## config.mk

```make
export PLATFORM = sky130hd
export DESIGN_NAME = scc_ctrl
export DESIGN_NICKNAME = d
export VERILOG_FILES = /design/src/hw/rtl/scc_pkg.sv /design/src/hw/rtl/scc_ctrl.sv
export VERILOG_INCLUDE_DIRS = /design/src /design/src/hw/rtl
export SDC_FILE = /design/constraint.sdc
export NUM_CORES = 1
export LEC_CHECK = 0
export ABC_AREA = 1
export BUFFER_PORTS_ARGS = -buffer_cell sky130_fd_sc_hd__buf_4
export CAP_MARGIN = 20
export CORE_UTILIZATION = 46
export CTS_BUF_LIST = sky130_fd_sc_hd__clkbuf_8 sky130_fd_sc_hd__clkbuf_16
export CTS_CLUSTER_DIAMETER = 60
export CTS_CLUSTER_SIZE = 28
export DETAILED_ROUTE_END_ITERATION = 16
export PLACE_DENSITY = 0.73
export SYNTH_ARGS = -nofsm -noshare
export SYNTH_HDL_FRONTEND = slang
export SYNTH_SLANG_ARGS = --single-unit
```

## constraint.sdc

```tcl
create_clock -name clk -period 1.3 [get_ports clk]
set_clock_uncertainty 0.1 [all_clocks]
set_input_delay 0.195 -clock clk [delete_from_list [all_inputs] [get_ports clk]]
set_output_delay 0.195 -clock clk [all_outputs]
set_load 0.005 [all_outputs]
```

## src/hw/rtl/soft_clip_site_counter_defines.svh

```systemverilog
// Assertion helpers for the soft-clip site counter.
// They expect clk and arst_n in the scope where they are used.
`ifndef SOFT_CLIP_SITE_COUNTER_DEFINES_SVH
`define SOFT_CLIP_SITE_COUNTER_DEFINES_SVH
`ifndef SYNTHESIS
`define SCC_ASSERT(lbl, prop, msg) \
	lbl: assert property (@(posedge clk) disable iff (!arst_n) prop) else $error(msg);
`define SCC_NEVER(lbl, expr, msg) \
	lbl: assert property (@(posedge clk) disable iff (!arst_n) !(expr)) else $error(msg);
`else
`define SCC_ASSERT(lbl, prop, msg)
`define SCC_NEVER(lbl, expr, msg)
`endif
`endif

```

## src/hw/rtl/scc_pkg.sv

```systemverilog
`default_nettype none
package scc_pkg;

	localparam int TABLE_DEPTH = 64;
	localparam int MAX_CLIPS   = 2;

	localparam int TBL_AW  = $clog2(TABLE_DEPTH);
	localparam int TBL_CW  = TBL_AW + 1;
	localparam int CLIP_IW = (MAX_CLIPS > 1) ? $clog2(MAX_CLIPS) : 1;
	localparam int CLIP_CW = $clog2(MAX_CLIPS + 1);

	localparam logic [TBL_CW-1:0]  TBL_END  = TBL_CW'(TABLE_DEPTH);
	localparam logic [TBL_AW-1:0]  TBL_LAST = TBL_AW'(TABLE_DEPTH - 1);
	localparam logic [CLIP_CW-1:0] CLIP_END = CLIP_CW'(MAX_CLIPS);

	typedef enum logic [1:0] {
		MODE_HEADER = 2'd0,
		MODE_CIGAR  = 2'd1,
		MODE_QUAL   = 2'd2,
		MODE_FLUSH  = 2'd3
	} mode_t;

	localparam logic [3:0] CIG_MATCH = 4'd0;
	localparam logic [3:0] CIG_INS   = 4'd1;
	localparam logic [3:0] CIG_DEL   = 4'd2;
	localparam logic [3:0] CIG_SKIP  = 4'd3;
	localparam logic [3:0] CIG_SOFT  = 4'd4;
	localparam logic [3:0] CIG_EQ    = 4'd7;
	localparam logic [3:0] CIG_DIFF  = 4'd8;

	localparam logic [2:0] CFG_FLAG_MASK  = 3'd0;
	localparam logic [2:0] CFG_MIN_MAPQ   = 3'd1;
	localparam logic [2:0] CFG_MAX_REF    = 3'd2;
	localparam logic [2:0] CFG_MIN_CLIP   = 3'd3;
	localparam logic [2:0] CFG_MIN_AVGQ   = 3'd4;
	localparam logic [2:0] CFG_REPORT_MIN = 3'd5;

	typedef enum logic [2:0] {
		ST_IDLE,
		ST_CLIP_SEL,
		ST_APPLY,
		ST_DECIDE,
		ST_FLUSH,
		ST_FLUSH_END,
		ST_HDR_END
	} state_t;

	typedef struct packed {
		logic              take_cigar;
		logic              take_qual;
		logic              latch_hdr;
		logic              scan_init;
		logic              rd_en;
		logic [TBL_AW-1:0] rd_addr;
		logic              apply_cmp;
		logic [CLIP_IW-1:0] clip_sel;
		logic              finish;
		logic              flush_cmp;
		logic              flush_end;
		logic              hdr_end;
	} scc_cmd_t;

	typedef struct packed {
		logic                 read_kept;
		logic [MAX_CLIPS-1:0] pending;
		logic                 hit;
		logic                 s1_last;
		logic                 hdr_pass;
		logic                 ref_change;
	} scc_stat_t;

endpackage
`default_nettype wire

```

## src/hw/rtl/scc_ctrl.sv

```systemverilog
`default_nettype none
`include "soft_clip_site_counter_defines.svh"
module scc_ctrl (
	input  wire logic               clk,
	input  wire logic               arst_n,
	input  wire logic               start,
	input  wire logic [1:0]         mode,
	output logic                    busy,
	output scc_pkg::scc_cmd_t       cmd,
	input  wire scc_pkg::scc_stat_t stat
);
	import scc_pkg::*;

	state_t             state_q, state_d;
	logic [CLIP_CW-1:0] k_q, k_d;
	logic [TBL_CW-1:0]  cnt_q, cnt_d;
	logic               hdr_q, hdr_d;
	logic [CLIP_IW-1:0] k_idx;

	assign k_idx = k_q[CLIP_IW-1:0];
	assign busy  = (state_q != ST_IDLE);

	always_ff @(posedge clk or negedge arst_n) begin
		if (!arst_n) begin
			state_q <= ST_IDLE;
			k_q     <= '0;
			cnt_q   <= '0;
			hdr_q   <= 1'b0;
		end else begin
			state_q <= state_d;
			k_q     <= k_d;
			cnt_q   <= cnt_d;
			hdr_q   <= hdr_d;
		end
	end

	always_comb begin
		state_d  = state_q;
		k_d      = k_q;
		cnt_d    = cnt_q;
		hdr_d    = hdr_q;
		cmd      = '0;
		cmd.rd_addr  = cnt_q[TBL_AW-1:0];
		cmd.clip_sel = k_idx;
		unique case (state_q)
			ST_IDLE: begin
				if (start) begin
					unique case (mode_t'(mode))
						MODE_HEADER, MODE_FLUSH: begin
							cmd.latch_hdr = (mode_t'(mode) == MODE_HEADER);
							hdr_d   = (mode_t'(mode) == MODE_HEADER);
							k_d     = '0;
							state_d = ST_CLIP_SEL;
						end
						MODE_CIGAR: cmd.take_cigar = 1'b1;
						MODE_QUAL:  cmd.take_qual  = 1'b1;
						default: ;
					endcase
				end
			end
			ST_CLIP_SEL: begin
				if (k_q == CLIP_END) begin
					cmd.finish = 1'b1;
					state_d    = ST_DECIDE;
				end else if (stat.read_kept && stat.pending[k_idx]) begin
					cmd.scan_init = 1'b1;
					cnt_d   = '0;
					state_d = ST_APPLY;
				end else begin
					k_d = k_q + 1'b1;
				end
			end
			ST_APPLY: begin
				cmd.apply_cmp = 1'b1;
				cmd.rd_en     = (cnt_q < TBL_END);
				if (cmd.rd_en)
					cnt_d = cnt_q + 1'b1;
				if (stat.hit || stat.s1_last) begin
					k_d     = k_q + 1'b1;
					state_d = ST_CLIP_SEL;
				end
			end
			ST_DECIDE: begin
				cnt_d = '0;
				priority if (!hdr_q)
					state_d = ST_FLUSH;
				else if (!stat.hdr_pass)
					state_d = ST_IDLE;
				else if (stat.ref_change)
					state_d = ST_FLUSH;
				else
					state_d = ST_HDR_END;
			end
			ST_FLUSH: begin
				cmd.flush_cmp = 1'b1;
				cmd.rd_en     = (cnt_q < TBL_END);
				if (cmd.rd_en)
					cnt_d = cnt_q + 1'b1;
				if (stat.s1_last)
					state_d = ST_FLUSH_END;
			end
			ST_FLUSH_END: begin
				cmd.flush_end = 1'b1;
				state_d = hdr_q ? ST_HDR_END : ST_IDLE;
			end
			ST_HDR_END: begin
				cmd.hdr_end = 1'b1;
				state_d     = ST_IDLE;
			end
			default: state_d = ST_IDLE;
		endcase
	end

	`SCC_NEVER(a_cnt_range, cnt_q > TBL_END, "scan counter ran past the table")
	`SCC_NEVER(a_clip_range, k_q > CLIP_END, "clip index ran past the clip slots")
	`SCC_ASSERT(a_flush_cause, (state_q == ST_DECIDE && state_d == ST_FLUSH) |-> (!hdr_q || (stat.hdr_pass && stat.ref_change)), "flush without cause")
	`SCC_ASSERT(a_apply_kept, (state_q == ST_APPLY) |-> stat.read_kept, "clip applied for a dropped read")

endmodule
`default_nettype wire

```

[After elaboration in Yosys (flattened, before gate mapping)]
Index checks and enable logic that the tools add are counted.
Cells by class
  $add $sub $neg: 2
  order comparisons: 2
  equality and inequality tests: 19
  multiplexer cells: 38
  reductions and logical operators: 13
Operator list (count)
  two-way mux 3 bit: 11
  two-way mux 7 bit: 3
  case mux 7 bit (3 select lines): 1
  case mux 3 bit (6 select lines): 1
  two-way mux 1 bit: 15
  two-way mux 2 bit: 6
  inequality test 2 bit, second input constant: 6
  == test 3 bit, second input constant: 3
  nonzero test 3 bit: 3
  adder 7 x 1 -> 7 bit, second input constant: 1
  less-than comparator 7 bit, second input constant: 1
  == test 2 bit, second input constant: 3
  == test 3 x 2 -> 1 bit, second input constant: 2
  case mux 2 bit (3 select lines): 1
  AND reduction 6 bit: 1
  AND reduction 5 bit: 1
  inequality test 2 x 1 -> 1 bit, second input constant: 2
  AND reduction 4 bit: 1
  OR reduction 2 bit: 2
  == test 3 x 1 -> 1 bit, second input constant: 1
  logical NOT 3 bit: 1
  inequality test 3 bit, second input constant: 1
  AND reduction 3 bit: 1
  adder 2 x 1 -> 2 bit, second input constant: 1
  other kinds (5): 5
Word-level totals
  register bits: 13
  input bits: 12
  output and inout port bits: 18
  logic and storage cells: 78

[Logic depth before layout (Yosys ltp)]
  depth in word-level cells: 6
  mapped depth: 10
  depth with buffers taken out: 10

[Worst setup path before layout]
Ideal clock, no wire load.
  path kind: reg2reg
  start: reg k_q[0]
  end: reg state_q[0]
  library setup time: 119 ps
  arrival time: 1132 ps
  data required time: 1081 ps
  path slack: -51 ps
  stages on the path, launching flop included: 8
  buffers on the path: 0
  period minus slack after synthesis: 1351 ps
  path through: dfrtp_1 inv_1 ha_1 inv_1 nor2_4 or2_0 nand3_1 nand2_1
Between the ends
  word-level cells in the longest chain between the ends: 5
  elaborated cells between the ends (all ways): 8
  those cells by class: 2 x eq/ne; 4 x mux; 2 x reduce/logical
RTL lines
  from (decl): RTL line scc_ctrl.sv:15  | logic [CLIP_CW-1:0] k_q, k_d;
  from (signal assigned): RTL line scc_ctrl.sv:31  | k_q <= k_d;
  two-way mux 1 bit (not written as such) (2 in series): RTL line scc_ctrl.sv:65  | end else if (stat.read_kept && stat.pending[k_idx]) begin
  logical AND 1 bit: RTL line scc_ctrl.sv:65
  inequality test 3 bit (no source line)
  AND reduction 5 bit (no source line)
  to (signal assigned): RTL line scc_ctrl.sv:30  | state_q <= state_d;
  to (decl): RTL line scc_ctrl.sv:14  | state_t state_q, state_d;
Several ways; a longest one is shown, not always the timed one. The select of a mux whose other input is x is not followed.
A chain may end at the register's enable or synchronous reset.

==> results_dict.tcl <==
set metrics [dict create \
    synthSimpleGateAreaFrac_pct 42.6 \
    synth_top_area_cell "dfrtp_1" \
    h-tree-depth 1 \
    synthAdderAreaFrac_pct 7.33 \
    drt_iter0_markers 45 \
    rrSetupSlack_ps -270 \
    die_area_sq_um 2420 \
    drv_cap 0 \
    diodes 0 \
    hold_path_class "input pin to flip-flop" \
    layout-drive-gt1-share_pct 56.9 \
    num_vias 1242 \
    cts_tree "done" \
    ys_top_cells_by_count "nand2_1 (42), inv_1 (18), nand3_1 (16)" \
    fin_crit_sh_pct 124 \
    final_nets 223 \
    hp-start "stat[1]" \
    yosysSeqAreaShare_pct 31.7 \
    synth_edf_count 0 \
    crit_path_end_kind "primary output" \
    slew_viol_final 0 \
    dp_cells 209 \
    status "complete, but fails checks" \
    drt_pass1_iterations 5 \
    areaGrowthSynthToFinish_pct 74.5 \
    p_leak_nw 0.946 \
    gp_congestion 0.866 \
    crit_type "flip-flop to primary output" \
    synth_cell_type_count 21 \
    synth_compound_area_share_pct 4.27 \
    max_slew_margin_pct 85.0 \
    post-place-ws_ps -88.1 \
    syn_avg_cell_area_sq_um 7.22 \
    required_ps 1000 \
    irDropWorstVdd_mv 1.47 \
    wl_per_cell_um 17.1 \
    reg2reg_from "state_q[0]" \
    ys_warn_count 0 \
    routed_wl_um 3940 \
    boundaryPins 30 \
    clock.fmax_mhz 620 \
    synthTopCellsByArea "dfrtp_1 (32%), nand2_1 (15%), nand3_1 (7.8%)" \
    rsz0062_at_grt "true" \
    synth_top_flop_cell "dfrtp_1" \
    die_y_um 49.2 \
    start_util_pct 50.7 \
    clock-root-buffer "clkbuf_8" \
    worstSetupStartpointType "flip-flop" \
    avgViaCountPerCell 5.38 \
    crit_arrival_ps 1320 \
    grt_usage_pct 31.5 \
    grt_max_degree 14 \
    synth.most_common_cell "nand2_1" \
    whs_path_depth 3 \
    core_sq_um 2020 \
    antenna_found_initial 0 \
    clkLatencyLatePin_ps 250 \
    post-route-util_pct 88.4 \
    synthMuxAreaShare_pct 0 \
    r2r_cells 8 \
    numPortBuffers 29 \
    p_total_mw 3.69 \
    synth.cell_area_sq_um 1020 \
    grt_pass1_vias 1214 \
    synthXorXnorAreaFrac_pct 0.855 \
    cts_inserted_buffers 3 \
    fin_ws_ps -313 \
    period_minus_slack_ps 1610 \
    setup_violations 23 \
    synth_top_family_by_area "simple AND/OR/NAND/NOR gates" \
    failed_checks "setup timing" \
    synthCells 142 \
    instances_no_fill 231 \
    clockBufferDepth 2 \
    route.antenna.remaining_nets 0 \
    clkSinkCount 13 \
    powerDensity_nw_per_um2 2060 \
    drcViolationCount 0 \
    postSynth.asyncResetShare_pct 100 \
    tightest_slew_ps 225 \
    grt.overflow.total 0 \
    rows 16 \
    synth_top_area_share_pct 31.7 \
    fp.dieW_um 49.2 \
    crit_fanout 5 \
    timing.rr.end "state_q[1]" \
    synth_nets 160 \
    ys_ff_latch 13 \
    hold_path_end "state_q[2]" \
    finalHoldViolCount 0 \
    cts.clk_slew.worst_paths_ps 70 \
    hpwl_um 1950 \
    grt_pass1_wl_um 5730 \
]
[stage by stage]
step	TNS [ps]	instance area [sq um]	hold WS, ps
2_1_floorplan	0	1030	-201
3_3_place_gp	-655	1360	-49.7
3_5_place_dp	-1110	1360	-47.1
4_1_cts	-3560	1660	90.7
5_1_grt	-6330	1790	85.5
6_report	-5420	1790	93.2
[cell type report]
cell class                      count  area, sq um
Clock inverter                      1         3.75
Timing Repair Buffer               65          556
Fill cell                          85          234
Sequential cell                    13          328
Tap cell                           27         33.8
Clock buffer                        3         41.3
Inverter                           22         90.1
Multi-Input combinational cell    100          736
[layer usage]
layer  vias up  global-route usage, %  share of wire [%]  wire, um
met1       587                   36.0                 39      1550
met2        75                   57.1                 50      1960
met5         -                      0                  0         0
li1        557                      -                  -         -
met3        23                   5.30                6.4       254
met4         0                   12.7                4.5       178
[worst max-delay path, cell delays in order (launching register included)]
cell and delay [ps]:
dfrtp_2 470, nor2_4 210, buf_12 140, nand2_8 60, nor2_2 80, buf_4 110
[power breakdown]
part | switching (mW) | internal, mW
sequential | 0.164 | 0.520
combinational | 1.40 | 1.24
clock | 0.162 | 0.209
total | 1.72 | 1.97
[cell usage in the layout, fill, tap and decap left out, types with 3 or more instances in the layout]
cell type / instances
dfrtp_1: 11
nor2_1: 7
inv_1: 12
inv_4: 3
nand2_1: 32
buf_6: 12
inv_2: 8
nand3_4: 5
ha_1: 5
nand3_1: 12
nor2_2: 3
nor2_4: 5
clkbuf_8: 3
buf_4: 50
nand2_2: 8
nand2_4: 6
[how the worst max path moves through the flow]
stage | depth (start not counted) | to | startpoint
CTS | 6 | cmd[12] | state_q[0]
global route | 5 | cmd[15] | state_q[0]
detailed placement | 7 | state_q[1] | state_q[0]
finish | 5 | cmd[15] | state_q[0]
global placement | 6 | cmd[12] | state_q[0]
floorplan | 8 | cnt_q[2] | state_q[0]
[what timing repair did]
action | CTS | global route
gates resized for setup | 43 | 20
endpoints found under the hold margin | 13 | 0
buffers inserted | 13 | 5
hold buffers | 1 | 0
endpoints found under the setup margin | 23 | 23
pin swaps | 6 | 6
[sequential cells by signal, indices dropped and copies added, names as in the netlist]
register and count:
k_q 2, hdr_q 1, state_q 3, cnt_q 7
[logic make-up (layout without fill, tap and decap cells)]
group | after synthesis | in the layout
buf+inv | 29 | 91
flops | 13 | 13
fa+ha+maj | 6 | 6
compound gates | 6 | 6
xor+xnor | 1 | 1
simple gates | 87 | 87
(Power assumes the default switching activity.)
